$ cat config.mk
export PLATFORM = sky130hd
export DESIGN_NAME = bait_fifo
export DESIGN_NICKNAME = d
export VERILOG_FILES = /design/src/rtl/core/bait_fifo.sv
export SDC_FILE = /design/constraint.sdc
export NUM_CORES = 1
export LEC_CHECK = 0
export BUFFER_PORTS_ARGS = -buffer_cell sky130_fd_sc_hd__buf_4
export CAP_MARGIN = 5
export CORE_UTILIZATION = 35
export DETAILED_ROUTE_END_ITERATION = 10
export PLACE_DENSITY = 0.49
export REMOVE_ABC_BUFFERS = 1
export SLEW_MARGIN = 20
export SYNTH_ARGS = -nofsm -noshare
export SYNTH_HDL_FRONTEND = slang
export SYNTH_SLANG_ARGS = --single-unit
$ cat constraint.sdc
create_clock -name clk -period 2 [get_ports clk]
set_input_delay 0.2 -clock clk [delete_from_list [all_inputs] [get_ports clk]]
set_output_delay 0.2 -clock clk [all_outputs]
set_load 0.005 [all_outputs]
$ cat src/rtl/core/bait_fifo.sv
// Small synchronous FIFO of any packed type, used between front and back and at the output.
// Depends on nothing but its parameters.
`default_nettype none

module bait_fifo #(
  parameter type T     = logic,
  parameter int  DEPTH = 4
) (
  input  wire  clk,
  input  wire  rst,
  input  wire  wr_en,
  input  T     din,
  output logic full,
  input  wire  rd_en,
  output T     dout,
  output logic empty
);

  localparam int AW = (DEPTH > 1) ? $clog2(DEPTH) : 1;

  T mem [DEPTH];
  logic [AW:0] wptr;
  logic [AW:0] rptr;

  assign empty = (wptr == rptr);
  assign full  = (wptr[AW-1:0] == rptr[AW-1:0]) && (wptr[AW] != rptr[AW]);
  assign dout  = mem[rptr[AW-1:0]];

  always_ff @(posedge clk) begin
    if (wr_en && !full) begin
      mem[wptr[AW-1:0]] <= din;
    end
  end

  always_ff @(posedge clk) begin
    if (rst) begin
      wptr <= '0;
      rptr <= '0;
    end else begin
      if (wr_en && !full) begin
        wptr <= wptr + 1'b1;
      end
      if (rd_en && !empty) begin
        rptr <= rptr + 1'b1;
      end
    end
  end

endmodule

`default_nettype wire

# --- Word level (Yosys, flattened, before mapping) ---
# Memories as Yosys holds them, arrays and structs flattened. A register that Yosys moved wholly into a read port is not among the register bits.
# Index checks and enable logic that the tools add are counted.
totals:
  ramBits: 4
  word_cells: 17
  memories: 1
  regBits: 6
  out_inout_bits: 3
classes:
  eq_ne: 3
  muxes: 4
  reduce_logical: 5
  n_addsub: 2
memory_table:
  columns: ["memory", "words", "width", "rd", "rd_clocked_by_memory_dff", "write_ports", "line", "source"]
  rows:
  - ["mem", 4, 1, 1, 1, 1, "21", "T mem [DEPTH];"]
ops:
  columns: ["operator", "count"]
  rows:
  - ["$add A3 B1 Y3 const B", 2]
  - ["$mux W2", 2]
  - ["$eq A3 B3 Y1", 1]
  - ["$logic_and A1 B1 Y1", 3]
  - ["$eq A2 B2 Y1", 1]
  - ["$logic_not A1 Y1", 2]
  - ["$mux W1", 2]
  - ["$ne A1 B1 Y1", 1]

# --- Logic depth before layout (Yosys ltp) ---
# Gate-level depths: netlist of the first run.
depth:
  word_depth: 6
  depth_mapped: 5
  mapped_depth_nobuf: 4

# --- Worst setup path after synthesis of the first run ---
# No wires, ideal clock.
synth_path:
  path_kind: "reg-to-reg"
  start: "register wptr[0]"
  end: "memory mem[0] in the netlist's numbering, enable pin"
  n_path_buf: 0
  stages_incl_launch_ff: 4
  required_time_ps: 1758
  t_arrival_ps: 1095
  setup_ps: 242
  setup_slack_ps: 663
  cell_sequence: "dfxtp_1 xnor2_1 a31oi_1 and2_1"
synth_between:
  elab_chain_len: 6
synth_rtl:
  columns: ["element", "line", "source"]
  rows:
  - ["from (decl)", "22", "logic [AW:0] wptr;"]
  - ["from (signal assigned)", "41", "wptr <= wptr + 1'b1;"]
  - ["$eq A2 B2 Y1", "26", "assign full = (wptr[AW-1:0] == rptr[AW-1:0]) && (wptr[AW] != rptr[AW]);"]
  - ["$logic_and A1 B1 Y1", "26", null]
  - ["$logic_not A1 Y1", "30", "if (wr_en && !full) begin"]
  - ["$logic_and A1 B1 Y1", "30", null]
  - ["$mux W1", "30", null]
  - ["$mux W1 (implied by the code)", "31", "mem[wptr[AW-1:0]] <= din;"]
  - ["to (decl)", "21", null]
# Parallel ways exist; a longest one is shown, timed or not.

# --- Worst setup path in the final report of the first run ---
layout_path:
  start: "register wptr[0]"
  end: "output port full"
layout_between:
  elab_chain_len: 2
layout_rtl:
  columns: ["element", "line", "source"]
  rows:
  - ["$eq A2 B2 Y1", "26", null]
  - ["$logic_and A1 B1 Y1", "26", null]
  - ["to (decl)", "13", "output logic full,"]
# Every way passes these cells.

==> impl_metrics.csv, run 1 <==
group,metric,value,unit
sta,hold_viol,0,
worst_setup_path,critical_path.reg2reg.endpoint,"mem[1]",
pwr,cellLeakagePower,0.000312,uW
pwr,power_density,968,nW/um^2
pwr,pwr-share-seq,0.438,
global_route,first_global_vias,507,
detailed_routing,dr_total_vias,572,
cells_and_area,number_of_nets_in_the_layout,96,
worst_setup_path,critical_path.max_fanout,8,
placed_design,hpwlAfterDp,1120,um
worst_setup_path,critical_path.startpoint_type,"flop",
yosys,synthesis.area,732,um^2
sta,setup_total_negative_slack,0,ps
sta,setup-violations-final,0,
placed_design,dp_cells,108,
sta,unrepaired_setup_endpoints_after_global_routing,"no",
yosys,synthesis.yosys.warnings,0,
clocking,cts_setup_buffers,0,
placed_design,post-place-ws,476,ps
yosys,yosys.cell_types.count,25,
yosys,synth.yosys.seq_area_share,0.383,
detailed_routing,final_antenna_net_count,0,
floorplan,dieWidth,47.7,um
clocking,clkLatencyLatePin,260,ps
floorplan,fp.coreArea,1960,um^2
sta,slew_viol_final,0,
sta,finalWorstSetupSlack,275,ps
worst_setup_path,cp-startpoint,"wptr[0]",
floorplan,fp-row-count,16,
clocking,postCtsResizedCells,0,
pwr,power_report.internal_total,512,uW
clocking,clock_tree.root_cell,"sky130_fd_sc_hd__clkbuf_4",
detailed_routing,drt_drc_violations_left,0,
placed_design,buffer_ports.inserted,7,
clocking,clk_pin_slew,80,ps
cells_and_area,drive_above_1_share,0.153,
worst_setup_path,regToRegStartpoint,"wptr[0]",
global_route,grt_antenna_before_repair,0,
yosys,netlist.top_cell.by_area,"sky130_fd_sc_hd__dfxtp_1",
pwr,switching_share,0.368,
outcome,status,"complete, no violations",
cells_and_area,area_growth,14.4,%
worst_setup_path,cp_data_required_time,1800,ps
sta,finalCritPeriodShare,0.863,
cells_and_area,final.fill_count,215,
floorplan,dieArea,2280,um^2
pwr,comb_power_share,0.371,
worst_setup_path,setup.worst_path.class,"flop to output port",
sta,post-route-min-period,1730,ps
yosys,avgSynthCellArea,9.76,um^2
yosys,synth_seq_cells,12,
global_route,global_route_wire_length_before_repair,2420,um
clocking,cts_tree,"done",
sta,timing.fmax,580,MHz
global_route,grt_start_max_net_pins,13,
detailed_routing,vias_per_cell,5.11,
run,max_cap_viol_count,0,
clocking,clock_sink_count,12,
floorplan,io-pin-count,8,
detailed_routing,drtIter0Drc,7,
pwr,irDropWorstVdd,347,uV
yosys,yosysTopAreaCellShare,0.219,
hold_path,timing.hold.worst.class,"primary input to flop",
worst_setup_path,crit_path_end_kind,"output port",
floorplan,initial_utilization,0.373,
cells_and_area,antenna_cells,0,
placed_design,finalWeightedCongestion,0.719,
worst_setup_path,r2r.worst_path.cells,3,
yosys,synth_area_leaders,"sky130_fd_sc_hd__dfxtp_1 (22%), sky130_fd_sc_hd__edfxtp_1 (16%), sky130_fd_sc_hd__ha_1 (8.5%), sky130_fd_sc_hd__nand4_1 (5.1%), sky130_fd_sc_hd__nor3b_1 (4.1%)",
global_route,gr-total-overflow,0,
worst_setup_path,cp_capture_point,"full",
cells_and_area,finish.cell_count_without_fillers,112,
detailed_routing,dr.pass1.iters,4,
cells_and_area,regArea,280,um^2
clocking,cts.hold.buffers_added,0,
cells_and_area,multi_input_comb_area,418,um^2
pwr,power.net_switching,298,uW
worst_setup_path,ff2ff_setup_slack,460,ps
detailed_routing,totalWireLength,1440,um
detailed_routing,routedWlPerCell,12.9,um
sta,skew,3.73,ps
clocking,clock_tree.htree_level_count,1,
sta,maxSlewHeadroom,0.618,
sta,worst-slew-pin-transition,571,ps
floorplan,floorplan_die_height,47.7,um
pwr,clock_power_share,0.191,
global_route,grt_use_total,0.155,
worst_setup_path,critical_path_arrival,1530,ps
clocking,cts.path.max_buffers,2,
yosys,postSynthCellCount,75,
hold_path,hold_path.startpoint,"din",
clocking,numCtsBuffers,3,
[cells by family after synthesis]
logic type,Yosys count,synth area share
compound gates,15,0.133
xor+xnor,6,0.0821
fa+ha+maj,5,0.0855
buf+inv,7,0.0462
flops,12,0.383
mux,1,0.0308
simple gates,29,0.239
[routing by layer]
metal,vias to the layer above,wire (um),track usage,share of wire
met5,-,0,0,0
met3,2,40,0.0340,0.028
met4,0,13,0.0667,0.0090
met1,265,760,0.235,0.53
met2,6,628,0.208,0.44
li1,299,-,-,-
[worst max-delay path, stage by stage (launching register included)]
cell and delay [ps]:
sky130_fd_sc_hd__dfxtp_1 480, sky130_fd_sc_hd__xor2_1 510, sky130_fd_sc_hd__nor3_1 110, sky130_fd_sc_hd__buf_4 160
[synthesized netlist by cell type]
library cell	count
sky130_fd_sc_hd__nor3b_1	4
sky130_fd_sc_hd__nand3_1	5
sky130_fd_sc_hd__a21oi_1	2
sky130_fd_sc_hd__nor3_1	2
sky130_fd_sc_hd__xor2_1	2
sky130_fd_sc_hd__and2_1	4
sky130_fd_sc_hd__nand2_1	3
sky130_fd_sc_hd__inv_1	5
sky130_fd_sc_hd__nand4_1	6
sky130_fd_sc_hd__o21ai_0	5
sky130_fd_sc_hd__nor2b_1	3
sky130_fd_sc_hd__a211o_1	2
sky130_fd_sc_hd__or4_1	1
sky130_fd_sc_hd__xor2_2	1
sky130_fd_sc_hd__mux4_2	1
sky130_fd_sc_hd__xnor2_1	3
sky130_fd_sc_hd__a31oi_1	2
sky130_fd_sc_hd__edfxtp_1	4
sky130_fd_sc_hd__buf_6	1
sky130_fd_sc_hd__ha_1	5
sky130_fd_sc_hd__a41oi_1	2
sky130_fd_sc_hd__nor4bb_1	1
sky130_fd_sc_hd__o211ai_1	2
sky130_fd_sc_hd__dfxtp_1	8
sky130_fd_sc_hd__clkbuf_1	1
[layout by cell type, fill, tap and decap left out, types with 2 or more instances in the layout]
master,synthesis,final
sky130_fd_sc_hd__dfxtp_1,8,8
sky130_fd_sc_hd__buf_4,0,8
sky130_fd_sc_hd__nand4_1,6,6
sky130_fd_sc_hd__inv_1,5,5
sky130_fd_sc_hd__o21ai_0,5,5
sky130_fd_sc_hd__nand3_1,5,5
sky130_fd_sc_hd__ha_1,5,5
sky130_fd_sc_hd__and2_1,4,4
sky130_fd_sc_hd__nor3b_1,4,4
sky130_fd_sc_hd__edfxtp_1,4,4
sky130_fd_sc_hd__xnor2_1,3,3
sky130_fd_sc_hd__nor2b_1,3,3
sky130_fd_sc_hd__nand2_1,3,3
sky130_fd_sc_hd__clkbuf_4,0,3
sky130_fd_sc_hd__xor2_1,2,2
sky130_fd_sc_hd__nor3_1,2,2
sky130_fd_sc_hd__a31oi_1,2,2
sky130_fd_sc_hd__o211ai_1,2,2
sky130_fd_sc_hd__a41oi_1,2,2
sky130_fd_sc_hd__a211o_1,2,2
sky130_fd_sc_hd__a21oi_1,2,2
[metrics by stage]
stage	total power [uW]	area, um^2	hold slack (ps)	util
floorplan	547	717	269	-
global route	886	837	119	0.427
detailed placement	664	811	411	0.413
CTS	820	837	130	0.427
finish	810	837	134	0.427
global placement	667	811	406	0.413
[worst min-delay path by stage]
stage | end | slack, ps | cells past startpoint
floorplan | rptr[2] | 270 | 1
global placement | mem[0] | 410 | 1
detailed placement | mem[0] | 410 | 1
CTS | mem[0] | 130 | 1
global route | mem[2] | 120 | 1
finish | mem[0] | 130 | 1
[power groups by stage]
stage / sequential (uW) / combinational [uW] / clock (uW)
after floorplan: 345 / 201 / 0
after global placement: 364 / 303 / 0
after detailed placement: 362 / 302 / 0
after CTS: 356 / 303 / 161
after global routing: 366 / 337 / 183
final: 355 / 301 / 154
[final cells by class]
class | instances | share of cell area
clock buffer | 4 | 0.0314
multi-input combinational | 56 | 0.499
sequential | 12 | 0.335
tap | 27 | 0.0404
inverter | 5 | 0.0224
timing repair buffer | 8 | 0.0717
No activity file was read; power rests on OpenSTA's default activity.
==> run 2: changes to the inputs <==
- ABC_AREA: default -> 1
==> impl_metrics.csv, run 2 <==
group,metric,value,unit
hold_path,hold_path.startpoint,"din",
hold_path,timing.hold.worst.class,"primary input to flop",
worst_setup_path,regToRegStartpoint,"wptr[0]",
worst_setup_path,crit_path_top_delay_cell,"sky130_fd_sc_hd__dfxtp_1",
worst_setup_path,critical_path.max_fanout,9,
detailed_routing,drt_drc_violations_left,0,
yosys,synthesis.yosys.warnings,0,
sta,post-route-min-period,1460,ps
pwr,irDropWorstVdd,342,uV
clocking,cts_tree,"done",
yosys,yosys.cell_types.count,13,
worst_setup_path,cp_data_required_time,1800,ps
worst_setup_path,timing.critical_path.cells,"inv_1 -> nand2_2 -> nand2_4 -> nand3_4 -> inv_2 -> buf_4",
global_route,gr-total-overflow,0,
yosys,synthesis.area,678,um^2
worst_setup_path,cp_num_buf_inv,3,
worst_setup_path,critical_path.max_stage_delay,440,ps
global_route,grt_antenna_before_repair,0,
sta,setup_total_negative_slack,0,ps
placed_design,hpwlAfterDp,854,um
sta,skew,10.6,ps
yosys,avgSynthCellArea,7.89,um^2
worst_setup_path,crit_path_end_kind,"output port",
cells_and_area,finish.cell_count_without_fillers,121,
sta,timing.fmax,683,MHz
yosys,ys_top_cells_by_count,"sky130_fd_sc_hd__nand2_1 (18), sky130_fd_sc_hd__inv_1 (17), sky130_fd_sc_hd__nor2_1 (10)",
global_route,grt_start_max_net_pins,10,
yosys,synth_seq_cells,12,
yosys,synth_area_leaders,"sky130_fd_sc_hd__dfxtp_1 (24%), sky130_fd_sc_hd__edfxtp_1 (18%), sky130_fd_sc_hd__nand2_1 (10%), sky130_fd_sc_hd__inv_1 (9.4%), sky130_fd_sc_hd__ha_1 (9.2%)",
worst_setup_path,ff2ff_setup_slack,690,ps
floorplan,io-pin-count,8,
clocking,cts.hold.buffers_added,0,
placed_design,finalWeightedCongestion,0.672,
detailed_routing,vias_per_cell,4.38,
pwr,total_power,581,uW
global_route,global_route_wire_length_before_repair,2010,um
worst_setup_path,crit_family,"flip-flops",
worst_setup_path,critical_path.startpoint_type,"flop",
pwr,power_density,740,nW/um^2
yosys,postSynthCellCount,86,
sta,fin_worst_hold_slack,127,ps
yosys,yosysTopAreaCellShare,0.236,
floorplan,fp-row-count,15,
worst_setup_path,critical_path_arrival,1260,ps
detailed_routing,final_antenna_net_count,0,
yosys,synth.yosys.seq_area_share,0.413,
sta,finalCritPeriodShare,0.732,
global_route,first_global_vias,489,
yosys,synth.most_common_cell,"sky130_fd_sc_hd__nand2_1",
detailed_routing,routedWlPerCell,8.79,um
floorplan,floorplan_die_height,46.0,um
cells_and_area,drive_above_1_share,0.208,
yosys,synth-main-ff-cell,"sky130_fd_sc_hd__dfxtp_1",
worst_setup_path,setup.worst_path.class,"flop to output port",
clocking,cts.path.max_buffers,2,
clocking,numCtsBuffers,3,
pwr,cellLeakagePower,0.000385,uW
cells_and_area,final.fill_count,197,
run,max_cap_viol_count,0,
placed_design,buffer_ports.inserted,7,
cells_and_area,antenna_cells,0,
sta,slew_viol_final,0,
sta,setup-violations-final,0,
clocking,clock_tree.htree_level_count,1,
clocking,postCtsResizedCells,0,
floorplan,dieArea,2120,um^2
floorplan,fp.coreArea,1760,um^2
cells_and_area,number_of_nets_in_the_layout,108,
clocking,clk_pin_slew,80,ps
detailed_routing,dr.pass1.iters,4,
cells_and_area,layout_common_cells,"sky130_fd_sc_hd__nand2_1 (18), sky130_fd_sc_hd__inv_1 (17), sky130_fd_sc_hd__nor2_1 (10)",
sta,maxSlewHeadroom,0.851,
yosys,synth_enable_flop_cells,4,
sta,unrepaired_setup_endpoints_after_global_routing,"no",
clocking,clock_tree.root_cell,"sky130_fd_sc_hd__clkbuf_4",
global_route,grt_use_total,0.138,
floorplan,dieWidth,46.0,um
detailed_routing,totalWireLength,1060,um
placed_design,dp_cells,118,
worst_setup_path,cp-startpoint,"wptr[0]",
sta,worst-slew-pin-transition,223,ps
detailed_routing,dr_total_vias,530,
clocking,clock_sink_count,12,
cells_and_area,area_growth,15.7,%
clocking,cts_setup_buffers,0,
floorplan,initial_utilization,0.384,
sta,hold_viol,0,
detailed_routing,drtIter0Drc,12,
yosys,netlist.top_cell.by_area,"sky130_fd_sc_hd__dfxtp_1",
clocking,clkLatencyLatePin,280,ps
outcome,status,"complete, no violations",
cells_and_area,layout.cells.most_common,"sky130_fd_sc_hd__nand2_1",
yosys,ys_async_sr_fraction,0,
[run 2: cell count changes in the layout (fill, tap and decap cells not counted), moves of 4 or more]
cell                      previous run  this run
sky130_fd_sc_hd__nand4_1             6         0
sky130_fd_sc_hd__and2_1              4         0
sky130_fd_sc_hd__a21oi_1             2         7
sky130_fd_sc_hd__nor3b_1             4         0
sky130_fd_sc_hd__inv_1               5        17
sky130_fd_sc_hd__nand2_2             0         5
sky130_fd_sc_hd__nand2_1             3        18
sky130_fd_sc_hd__o21ai_0             5         0
sky130_fd_sc_hd__nor2_1              0        10
[run 2: cell type report]
cell class	count	area (um^2)	share of cell area
flip-flops and latches	12	280	0.357
multi-input cells	56	330	0.421
inverters	18	67.6	0.0861
clock buffers	3	22.5	0.0287
repair buffers	7	52.6	0.0670
well taps	25	31.3	0.0399
[run 2: worst register-to-register path: cells and delay by family (launching register included)]
family,cells,cell delay [ps]
and+or+nand+nor,5,450
buffers and inverters,1,130
DFF,1,440
[run 2: where the power goes]
group | internal, uW | switching [uW]
Clock | 69.7 | 77.9
Sequential | 273 | 18.9
Combinational | 61.6 | 79.5
Total | 404 | 176
[run 2: kinds of logic (layout without fill, tap and decap cells)]
logic type | after synthesis | in the layout | share of synthesized area
buffers and inverters | 18 | 28 | 0.0996
AOI/OAI and AO/OA | 8 | 8 | 0.0646
adders and majority gates | 5 | 5 | 0.0923
and+or+nand+nor | 43 | 43 | 0.330
DFF | 12 | 12 | 0.413
[run 2: through the flow]
step	util	area, um^2	worst slack [ps]
after detailed placement	0.432	762	695
after global routing	0.445	785	424
after floorplan	-	678	840
after global placement	0.432	762	716
after CTS	0.445	785	509
final	0.445	785	536
[run 2: worst paths after layout]
| path | end | cells past startpoint |
|---|---|---|
| min reg2reg | wptr[2] | 2 |
| max reg2reg | mem[1] | 6 |
| min | mem[2] | 1 |
| max | full | 6 |
[run 2: layer usage]
layer	GRT usage	wire length (um)	up-vias
met5	0	0	-
met4	0.0529	20	0
met3	0.0595	43	4
met2	0.194	498	7
met1	0.184	501	231
li1	-	-	288
