## src/rtl/core/bait_pkg.sv

```systemverilog
// Shared types, constants and codes for the binned adaptive intensity threshold.
// No dependencies; imported by every module of the block but bait_fifo.
`default_nettype none

package bait_pkg;

  localparam int LAYERS_DEF           = 32;
  localparam int RANGE_BINS_DEF       = 16;
  localparam int MAX_FRAME_POINTS_DEF = 65536;

  localparam int CFG_ADDR_W = 3;
  localparam int CFG_DATA_W = 24;
  localparam int CELL_IDX_W = 16;   // cell field of a queued job, wide enough for up to 65536 cells
  localparam int QUEUE_DEPTH = 4;
  localparam int OUT_DEPTH   = 2;
  localparam int EPOCH_W     = 8;

  localparam int MIN_BIN_MM    = 50;
  localparam int STD_MIN_COUNT = 2;
  localparam int MEAN_W = 24;
  localparam int VAR_W  = 48;
  localparam int STD_W  = 24;
  localparam int KS_W   = 28;
  localparam int THR_W  = 29;
  localparam int SCORE_W = 25;

  localparam logic [15:0] RST_RANGE_BIN_SIZE = 16'd500;
  localparam logic [11:0] RST_STDDEV_GAIN    = 12'd384;
  localparam logic [23:0] RST_MIN_DELTA      = 24'd1280;
  localparam logic [15:0] RST_MIN_BIN_SAMP   = 16'd20;
  localparam logic [23:0] RST_FLOOR          = 24'd0;
  localparam logic        RST_BIN_BY_LAYER   = 1'b1;
  localparam logic        RST_BOOST_EN       = 1'b1;
  localparam logic [23:0] RST_BOOST_AMOUNT   = 24'd6400;

  typedef enum logic [1:0] {
    OP_CLEAR    = 2'd0,
    OP_ACCUM    = 2'd1,
    OP_CLASSIFY = 2'd2,
    OP_NONE     = 2'd3
  } op_e;

  typedef enum logic [CFG_ADDR_W-1:0] {
    REG_RANGE_BIN_SIZE = 3'd0,
    REG_STDDEV_GAIN    = 3'd1,
    REG_MIN_DELTA      = 3'd2,
    REG_MIN_BIN_SAMP   = 3'd3,
    REG_FLOOR          = 3'd4,
    REG_BIN_BY_LAYER   = 3'd5,
    REG_BOOST_EN       = 3'd6,
    REG_BOOST_AMOUNT   = 3'd7
  } cfg_reg_e;

  typedef struct packed {
    logic [1:0]  opcode;
    logic [15:0] intensity;
    logic [15:0] range_mm;
    logic [4:0]  layer;
    logic        layer_known;
    logic        reflector;
  } item_t;

  typedef struct packed {
    logic               passed;
    logic [SCORE_W-1:0] score;
    logic               used_bin_stats;
  } result_t;

  typedef struct packed {
    logic [15:0] range_bin_size_mm;
    logic [11:0] stddev_gain;
    logic [23:0] min_delta;
    logic [15:0] min_bin_samples;
    logic [23:0] intensity_floor;
    logic        bin_by_layer;
    logic        boost_enable;
    logic [23:0] boost_amount;
  } cfg_t;

  typedef struct packed {
    op_e                   op;
    logic [15:0]           intensity;
    logic [CELL_IDX_W-1:0] cell_idx;
    logic                  reflector;
  } job_t;

  typedef enum logic [1:0] {
    F_IDLE,
    F_DIV,
    F_PUSH
  } front_state_e;

  typedef enum logic [3:0] {
    B_WIPE,
    B_IDLE,
    B_READ,
    B_MEAN,
    B_MSQ,
    B_SQR,
    B_VAR,
    B_SQRT,
    B_KS,
    B_THR,
    B_OUT
  } back_state_e;

endpackage

`default_nettype wire

```

## src/rtl/core/bait_front.sv

```systemverilog
// Front end: takes input items, drops unused opcodes and works out the statistics cell.
// Uses bait_pkg; feeds the job queue toward bait_back.
`default_nettype none

module bait_front #(
  parameter int LAYERS     = bait_pkg::LAYERS_DEF,
  parameter int RANGE_BINS = bait_pkg::RANGE_BINS_DEF
) (
  input  wire            clk,
  input  wire            rst,
  input  wire            push,
  output logic           full,
  input  bait_pkg::item_t item,
  input  bait_pkg::cfg_t  cfg,
  output logic           q_wr,
  output bait_pkg::job_t q_din,
  input  wire            q_full
);
  import bait_pkg::*;

  front_state_e state, state_next;
  item_t        cur;
  logic [15:0]  x;
  logic [16:0]  rem;
  logic [15:0]  dsr;
  logic [4:0]   cnt;

  logic [16:0] rs;
  logic        ge;
  logic [31:0] lb32, rb32, cell32;

  // restoring divide of range by bin size, one quotient bit per cycle
  assign rs = {rem[15:0], x[15]};
  assign ge = (rs >= {1'b0, dsr});

  always_comb begin
    lb32 = (cfg.bin_by_layer && cur.layer_known) ? 32'(cur.layer) : 32'd0;
    if (lb32 > 32'(LAYERS - 1)) lb32 = 32'(LAYERS - 1);
    rb32 = 32'(x);
    if (rb32 > 32'(RANGE_BINS - 1)) rb32 = 32'(RANGE_BINS - 1);
    cell32 = lb32 * 32'(RANGE_BINS) + rb32;
  end

  always_comb begin
    state_next = state;
    full       = 1'b1;
    q_wr       = 1'b0;
    q_din.op        = op_e'(cur.opcode);
    q_din.intensity = cur.intensity;
    q_din.cell_idx  = CELL_IDX_W'(cell32);
    q_din.reflector = cur.reflector;
    unique case (state)
      F_IDLE: begin
        full = 1'b0;
        if (push) begin
          unique case (op_e'(item.opcode))
            OP_CLEAR:              state_next = F_PUSH;
            OP_ACCUM, OP_CLASSIFY: state_next = F_DIV;
            OP_NONE:               state_next = F_IDLE;
          endcase
        end
      end
      F_DIV: begin
        if (cnt == 5'd1) state_next = F_PUSH;
      end
      F_PUSH: begin
        q_wr = !q_full;
        if (!q_full) state_next = F_IDLE;
      end
      default: state_next = F_IDLE;
    endcase
  end

  always_ff @(posedge clk) begin
    if (rst) begin
      state <= F_IDLE;
    end else begin
      state <= state_next;
    end
  end

  always_ff @(posedge clk) begin
    if (state == F_IDLE && push) begin
      cur <= item;
      x   <= item.range_mm;
      rem <= '0;
      cnt <= 5'd16;
      dsr <= (cfg.range_bin_size_mm < 16'(MIN_BIN_MM)) ? 16'(MIN_BIN_MM)
                                                       : cfg.range_bin_size_mm;
    end else if (state == F_DIV) begin
      rem <= ge ? (rs - {1'b0, dsr}) : rs;
      x   <= {x[14:0], ge};
      cnt <= cnt - 5'd1;
    end
  end

endmodule

`default_nettype wire

```

## config.mk

```make
export PLATFORM = sky130hd
export DESIGN_NAME = bait_front
export DESIGN_NICKNAME = d
export VERILOG_FILES = /design/src/rtl/core/bait_pkg.sv /design/src/rtl/core/bait_front.sv
export SDC_FILE = /design/constraint.sdc
export NUM_CORES = 1
export LEC_CHECK = 0
export ABC_AREA = 1
export BUFFER_PORTS_ARGS = -buffer_cell sky130_fd_sc_hd__buf_2
export CELL_PAD_IN_SITES_DETAIL_PLACEMENT = 1
export CELL_PAD_IN_SITES_GLOBAL_PLACEMENT = 1
export CORE_UTILIZATION = 37
export CTS_BUF_LIST = sky130_fd_sc_hd__clkbuf_16
export DETAILED_ROUTE_END_ITERATION = 6
export GPL_ROUTABILITY_DRIVEN = 0
export HOLD_SLACK_MARGIN = 0.12
export PLACE_DENSITY_LB_ADDON = 0.3
export RECOVER_POWER = 50
export SYNTH_ARGS = -nofsm -noshare
export SYNTH_HDL_FRONTEND = slang
export SYNTH_SLANG_ARGS = --single-unit
```

## constraint.sdc

```tcl
create_clock -name clk -period 5.1 [get_ports clk]
set_input_delay 0.765 -clock clk [delete_from_list [all_inputs] [get_ports clk]]
set_output_delay 0.765 -clock clk [all_outputs]
set_load 0.005 [all_outputs]
```

## Yosys cells after proc, flatten, opt, wreduce, memory -nomap -nowiden

Index checks and enable logic that the tools add are counted.

- $add $sub $neg: 3
- Magnitude comparators: 4
- Equal/unequal tests: 9
- Muxes and demuxes: 13
- Reductions and logical operators: 8

Operators by type and width:

| cell | number |
|---|---|
| $mux W16 | 4 |
| $ge A17 B16 Y1 | 1 |
| $add A16 B16 Y16 | 1 |
| $gt A16 B4 Y1 const B | 1 |
| $lt A16 B6 Y1 const B | 1 |
| $sub A16 B16 Y16 | 1 |
| $pmux W2 S3 | 2 |
| $mux W5 | 2 |
| $eq A2 B2 Y1 const B | 3 |
| $mux W2 | 3 |
| $ne A2 B2 Y1 const B | 3 |
| $eq A5 B1 Y1 const B | 1 |
| $gt A5 B5 Y1 const B | 1 |
| $sub A5 B1 Y5 const B | 1 |
| $eq A2 B1 Y1 const B | 2 |
| $logic_not A2 Y1 | 2 |
| $reduce_and A3 Y1 | 1 |
| $logic_and A1 B1 Y1 | 2 |
| $mux W1 | 2 |
| $reduce_bool A2 Y1 | 1 |
| $reduce_or A2 Y1 | 1 |
| $logic_not A1 Y1 | 1 |

- Bits in registers: 80
- Input port bits: 163
- Logic and storage cells: 47

## Longest topological paths before layout

Gate-level depths: netlist of the first run.

- Depth in word-level cells: 5
- Mapped depth: 14

## Worst setup path before layout of the first run

Ideal clock, no wire load.

- Kind: in2reg
- Start point: input port push
- End point: register cur[1] (netlist bit), enable pin
- Data arrival time: 2.340 ns
- Data required time: 4.679 ns
- Slack: 2.339 ns
- Cell stages on the path: 3
- Cells stage by stage: nand2_1 -> inv_2 -> clkbuf_1

- Word-level cells in the longest chain between the ends: 1

Ends and longest elaborated chain:

| item | RTL line | source |
|---|---|---|
| from (decl) | bait_front.sv:11 | `input wire push,` |
| $logic_and A1 B1 Y1 | bait_front.sv:83 | `if (state == F_IDLE && push) begin` |
| to (signal assigned) | bait_front.sv:84 | `cur <= item;` |
| to (decl) | bait_front.sv:22 | `item_t cur;` |

No other way between the ends.
A chain may end at the register's enable or synchronous reset.

## Worst setup path after layout of the first run

- Start point: register state[1]
- End point: register x[14], enable pin

- Word-level cells in the longest chain between the ends: 3

Ends and longest elaborated chain:

| item | RTL line | source |
|---|---|---|
| from (decl) | bait_front.sv:21 | `front_state_e state, state_next;` |
| from (signal assigned) | bait_front.sv:78 | `state <= state_next;` |
| $logic_not A2 Y1 | bait_front.sv:83 |  |
| $logic_and A1 B1 Y1 | bait_front.sv:83 |  |
| $reduce_bool A2 Y1 (no line) (*) | n/a |  |
| to (signal assigned) | bait_front.sv:85 | `x <= item.range_mm;` |
| to (signal assigned) | bait_front.sv:92 | `x <= {x[14:0], ge};` |
| to (decl) | bait_front.sv:23 | `logic [15:0] x;` |

Every way passes the cells marked *; elsewhere a longest branch is shown, timed or not.

==> results.toml, run 1 <==
[status]
outcome = "completed"

[clock_tree]
cts_buffers = 9
clkSinkCount = 80
cts_tree = "yes"
h-tree-depth = 3
ctsHoldBuffers = 0
post_cts_resized = 0
path_clk_slew_ps = 60
postCtsSetupRepairBufs = 0
clock_latency_ps = 340
cts_root_buf = "clkbuf_16"
cts_buffer_depth = 2

[place]
pre_cts_slack_ps = 2370
post_dp_cell_area_mm2 = 0.005135
dp.cells = 798
portBuffers = 91
dp_hpwl_mm = 8.500

[timing]
setup_viol = 0
hold_viol_final = 0
period_share = 0.4972
max_slew.worst_pin.slew_ps = 997.8
tns_ps = 0
post-route-min-period_ps = 2536
slew_viol_final = 0
finalClockSkew_ps = 8.595
rsz0062_at_grt = "false"
relSlewSlack = 0.3341
fmax_ghz = 0.3944
fin_ws_ps = 2564

[power_and_ir_drop]
power.internal_w = 0.001481
power_density_mw_per_mm2 = 428.4
p_seq_frac = 0.381
swShare = 0.3605
power_frac_comb = 0.341
vdd_ir_drop_max_mv = 0.2229
p_clk_frac = 0.278
p_leak_nw = 2.692
switching_power_w = 0.0008350

[yosys]
yosysSeqAreaShare = 0.4619
ys_seq_elements = 80
syn_inst = 571
synthFlopType = "edfxtp_1"
synth_cell_types = 39
syn_area_mm2 = 0.004702
syn_avg_cell_area_um2 = 8.235
async_flop_share = 0
synth_edf_count = 57
yosysWarnings = 0

[routing]
drt-total-wl_mm = 10.88
via_per_inst = 4.662
drt_iter0_drc = 92
drc_errors = 0
wire_per_inst_um = 13.37
vias = 3795
detail-route-antenna-nets = 0
firstDrtPassIters = 4

[finish]
final-seq-area_mm2 = 0.002172
final_common_cell = "nand2_1"
multi_input_area_mm2 = 0.001937
diodes = 0
final_area_mm2 = 0.005406
areaGrowthSynthToFinish_pct = 14.98
drive_gt1_frac = 0.1749
final_cell_mix = "165 x nand2_1, 93 x inv_1, 72 x buf_2, 57 x edfxtp_1, 39 x nand3_1"
fin_cells = 814
nNetsFinal = 830
nFillCells = 1545

[global_route]
track_usage = 0.1746
antenna_found_initial = 0
grt_pass1_wl_mm = 17.86
gr-total-overflow = 0
grt_max_degree = 64
grt_pass1_vias = 3796

[die]
fp-row-count = 40
chipHeight_um = 114.7
die-area_mm2 = 0.01316
core_mm2 = 0.01221
start_util = 0.3850
dieWidth_um = 114.7
num_io_pins = 200

[worst_setup_path]
crit_top_cell = "inv_1"
crit_arrival_ps = 2490
crit_path_max_fanout = 26
cp-end-kind = "flop"
setup.reg_to_reg.worst_slack_ps = 2560
cp_cell_sequence = "inv_1 > nand2_1 > inv_1 > nor2_4 > inv_1"
critical_path_class = "flop to flop"
crit_path_top_delay_cell = "inv_1"
cp-start-kind = "flop"
cp.required_ps = 5060
critPathMaxStageDelay_ps = 770

[flow_run]
drv_cap = 0

[worst_hold_path]
hold_class = "flop to flop"
-- kinds of logic (layout without fill, tap and decap cells) --
logic type      count (synthesis)  in the layout  share of synthesized area
simple gates                  277            277                     0.2624
buf+inv                       138            202                     0.1349
flops                          80             80                     0.4619
compound gates                 40             40                    0.05083
fa+ha+maj                      26             26                    0.07238
xor+xnor                        9              9                    0.01677
other cells                     1             12                  0.0007975
-- power by group through the flow --
stage	sequential (W)	clock [W]	combinational, W
floorplan	0.000879	0	0.000623
global placement	0.000888	0	0.000769
detailed placement	0.000897	0	0.000795
CTS	0.000884	0.000656	0.000804
global route	0.000897	0.000684	0.000906
finish	0.000883	0.000644	0.000789
-- registers in the layout (all words and copies together), names as in the netlist --
register  flops
rem          16
dsr          16
state         2
cnt           5
q_din        19
cur           6
x            16
-- layer usage --
layer / up-vias / GRT usage / part of all wire
li1: 1921 / - / -
met1: 1788 / 0.2195 / 0.46
met2: 67 / 0.2941 / 0.48
met3: 19 / 0.03057 / 0.033
met4: 0 / 0.07965 / 0.021
met5: - / 0 / 0
-- synthesized netlist by cell type, types with 3 or more instances --
cell type    n  area (µm²)
nor4_1       5       31.28
xor2_1       6       52.55
nand3b_1     7       52.55
xnor2_1      3       26.28
or2_2        4       25.02
buf_2        3       15.01
nand2_2      3       18.77
dfxtp_1     23       460.4
clkbuf_1    13       48.80
nand3_2      4       40.04
ha_1        24       300.3
inv_1       91       341.6
o21ai_0     13       65.06
nand4_1      4       25.02
nor2_1      30       112.6
nand2_1    165       619.3
inv_2        3       11.26
nor2_2       4       25.02
nor3_1       6       30.03
nand3_1     39       195.2
buf_4       27       202.7
a21oi_1     12       60.06
edfxtp_1    57        1712
a21o_1       3       22.52
-- critical path: cells and delay by family (launching register included) --
kind	cells	cell delay, ps
buf+inv	3	1490
simple gates	2	330
flops	1	310
-- stage by stage --
stage                     total power [W]  hold WS [ps]    util
after floorplan                  0.001502         441.8       -
after global placement           0.001657         458.0  0.4205
after detailed placement         0.001692         465.0  0.4205
after CTS                        0.002344         476.9  0.4447
after global routing             0.002487         510.2  0.4427
final                            0.002316         470.6  0.4427
-- worst paths after layout --
kind | from | end | cells after the start
worst min register to register | rem[14] | rem[14] | 2
worst max-delay path | state[1] | x[14] | 5
worst max register to register | state[1] | x[14] | 5
worst min-delay path | rem[14] | rem[14] | 2
-- area by class of cell --
| cell class | instances | area share |
|---|---|---|
| sequential | 80 | 0.4018 |
| inverter | 94 | 0.06526 |
| timing repair buffer | 92 | 0.08123 |
| clock inverter | 7 | 0.01296 |
| clock buffer | 9 | 0.04166 |
| multi-input combinational | 364 | 0.3583 |
| tap | 168 | 0.03888 |
Power figures use the tool's default switching activity.
==> run 2, diff against run 1 <==
--- a/config.mk
+++ b/config.mk
@@ -9,7 +9,7 @@
 export BUFFER_PORTS_ARGS = -buffer_cell sky130_fd_sc_hd__buf_2
 export CELL_PAD_IN_SITES_DETAIL_PLACEMENT = 1
 export CELL_PAD_IN_SITES_GLOBAL_PLACEMENT = 1
-export CORE_UTILIZATION = 37
+export CORE_UTILIZATION = 34
 export CTS_BUF_LIST = sky130_fd_sc_hd__clkbuf_16
 export DETAILED_ROUTE_END_ITERATION = 6
 export GPL_ROUTABILITY_DRIVEN = 0
==> constraint.sdc (replaced) <==
create_clock -name clk -period 2.6 [get_ports clk]
set_input_delay 0.39 -clock clk [delete_from_list [all_inputs] [get_ports clk]]
set_output_delay 0.39 -clock clk [all_outputs]
set_load 0.005 [all_outputs]
==> results.toml, run 2 (synthesized netlist as in run 1, its figures left out) <==
[worst_setup_path]
cp-end-kind = "flop"
setup.reg_to_reg.worst_slack_ps = 350
critPathMaxStageDelay_ps = 440
crit_path_top_delay_cell = "fa_1"
critical_path_class = "flop to flop"
crit_top_cell = "nand2_1"
r2r_cells = 11
cp.required_ps = 2830
cp_cell_sequence = "inv_1 > ha_1 > fa_1 > nor2_1 > nor2_1 > o21ai_0 > nand2_1 > nand3_1 > nand3_2 > nand2_1 > nand2_1"
reg2reg_from = "x[15]"
crit_arrival_ps = 2480
cp-start-kind = "flop"
crit_path_max_fanout = 4
r2r_end = "rem[14]"

[global_route]
gr-total-overflow = 0
antenna_found_initial = 0
grt_pass1_vias = 3926
grt_max_degree = 64
grt_pass1_wl_mm = 18.91
track_usage = 0.1674

[power_and_ir_drop]
p_leak_nw = 2.719
power.internal_w = 0.003027
p_clk_frac = 0.291
vdd_ir_drop_max_mv = 0.3743
swShare = 0.3509
p_seq_frac = 0.371
power_frac_comb = 0.338
power_density_mw_per_mm2 = 851.8
switching_power_w = 0.001636

[die]
die-area_mm2 = 0.01430
dieWidth_um = 119.6
chipHeight_um = 119.6
num_io_pins = 200
core_mm2 = 0.01335
start_util = 0.3523
fp-row-count = 42

[clock_tree]
cts_tree = "yes"
path_clk_slew_ps = 60
clock_latency_ps = 340
cts_buffer_depth = 2
clkSinkCount = 80
ctsHoldBuffers = 0
cts_root_buf = "clkbuf_16"
cts_buffers = 9
h-tree-depth = 3
postCtsSetupRepairBufs = 0
post_cts_resized = 0

[routing]
drt-total-wl_mm = 11.11
via_per_inst = 4.563
drc_errors = 0
wire_per_inst_um = 13.45
firstDrtPassIters = 4
vias = 3769
detail-route-antenna-nets = 0
drt_iter0_drc = 89

[finish]
diodes = 0
final_cell_mix = "165 x nand2_1, 92 x inv_1, 74 x buf_2, 57 x edfxtp_1, 39 x nand3_1"
nNetsFinal = 834
nFillCells = 1671
drive_gt1_frac = 0.1800
multi_input_area_mm2 = 0.001929
final-seq-area_mm2 = 0.002172
final_common_cell = "nand2_1"
largest_reg_flops = 19
areaGrowthSynthToFinish_pct = 16.42

[worst_hold_path]
whs_endpoint = "cur[1]"
hold_depth = 1
hp-start = "item[1]"
hold_class = "input port to flop"

[timing]
rsz0062_at_grt = "false"
tns_ps = 0
relSlewSlack = 0.05978
fmax_ghz = 0.4440
hold_viol_final = 0
max_slew.worst_pin.slew_ps = 1410
whs_ps = 222.6
setup_viol = 0
finalClockSkew_ps = 8.247
slew_viol_final = 0
post-route-min-period_ps = 2252
period_share = 0.8662

[place]
dp_hpwl_mm = 8.777
portBuffers = 91

[status]
outcome = "completed"

[flow_run]
drv_cap = 0
==> run 2: power groups by stage <==
stage               Combinational [W]  Sequential (W)  Clock (W)
CTS                           0.00161         0.00173    0.00139
global route                  0.00183         0.00176    0.00144
global placement              0.00155         0.00174          0
detailed placement            0.00160         0.00176          0
finish                        0.00157         0.00173    0.00136
floorplan                     0.00122         0.00172          0
==> run 2: how the worst max path moves through the flow <==
stage	start	end	slack, ps	depth (start not counted)
6_report	x[15]	rem[14]	350	11
5_1_grt	state[0]	x[3]	180	5
4_1_cts	x[15]	rem[14]	300	11
3_5_place_dp	x[15]	rem[14]	330	11
3_3_place_gp	x[15]	rem[14]	370	11
2_1_floorplan	state[0]	cur[1]	160	4
==> run 2: area by class of cell <==
type                       count  area share
clock buffer                   9     0.04114
clock inverter                 7     0.01760
inverter                      94     0.06446
multi-input combinational    364      0.3525
sequential                    80      0.3968
tap                          176     0.04023
timing repair buffer          96     0.08731
==> run 2: per-stage QoR <==
| step | cells | setup slack [ps] | util | area [µm²] | power, W |
|---|---|---|---|---|---|
| after floorplan | 582 | 161.0 | - | 4743 | 0.002947 |
| final | 826 | 347.9 | 0.4101 | 5474 | 0.004663 |
| after CTS | 826 | 302.9 | 0.4127 | 5509 | 0.004734 |
| after global placement | 810 | 367.8 | 0.3886 | 5187 | 0.003291 |
| after global routing | 826 | 175.4 | 0.4101 | 5474 | 0.005028 |
| after detailed placement | 810 | 326.8 | 0.3886 | 5187 | 0.003355 |
==> run 2: per-layer routing <==
layer  part of all wire  global-route usage  up-vias
met2               0.50              0.2905       58
met5                  0                   0        -
met3              0.032             0.02994       10
met4              0.016             0.05859        0
li1                   -                   -     1926
met1               0.45              0.2078     1775
==> run 2: worst max-delay path, delay by kind of cell, from the launching register on <==
| family | cells | cell delay, ps |
|---|---|---|
| AO/OA/AOI/OAI | 1 | 340 |
| flip-flops | 1 | 360 |
| adder cells (fa/ha/maj) | 2 | 670 |
| AND/OR/NAND/NOR | 7 | 700 |
| buffers and inverters | 1 | 90 |
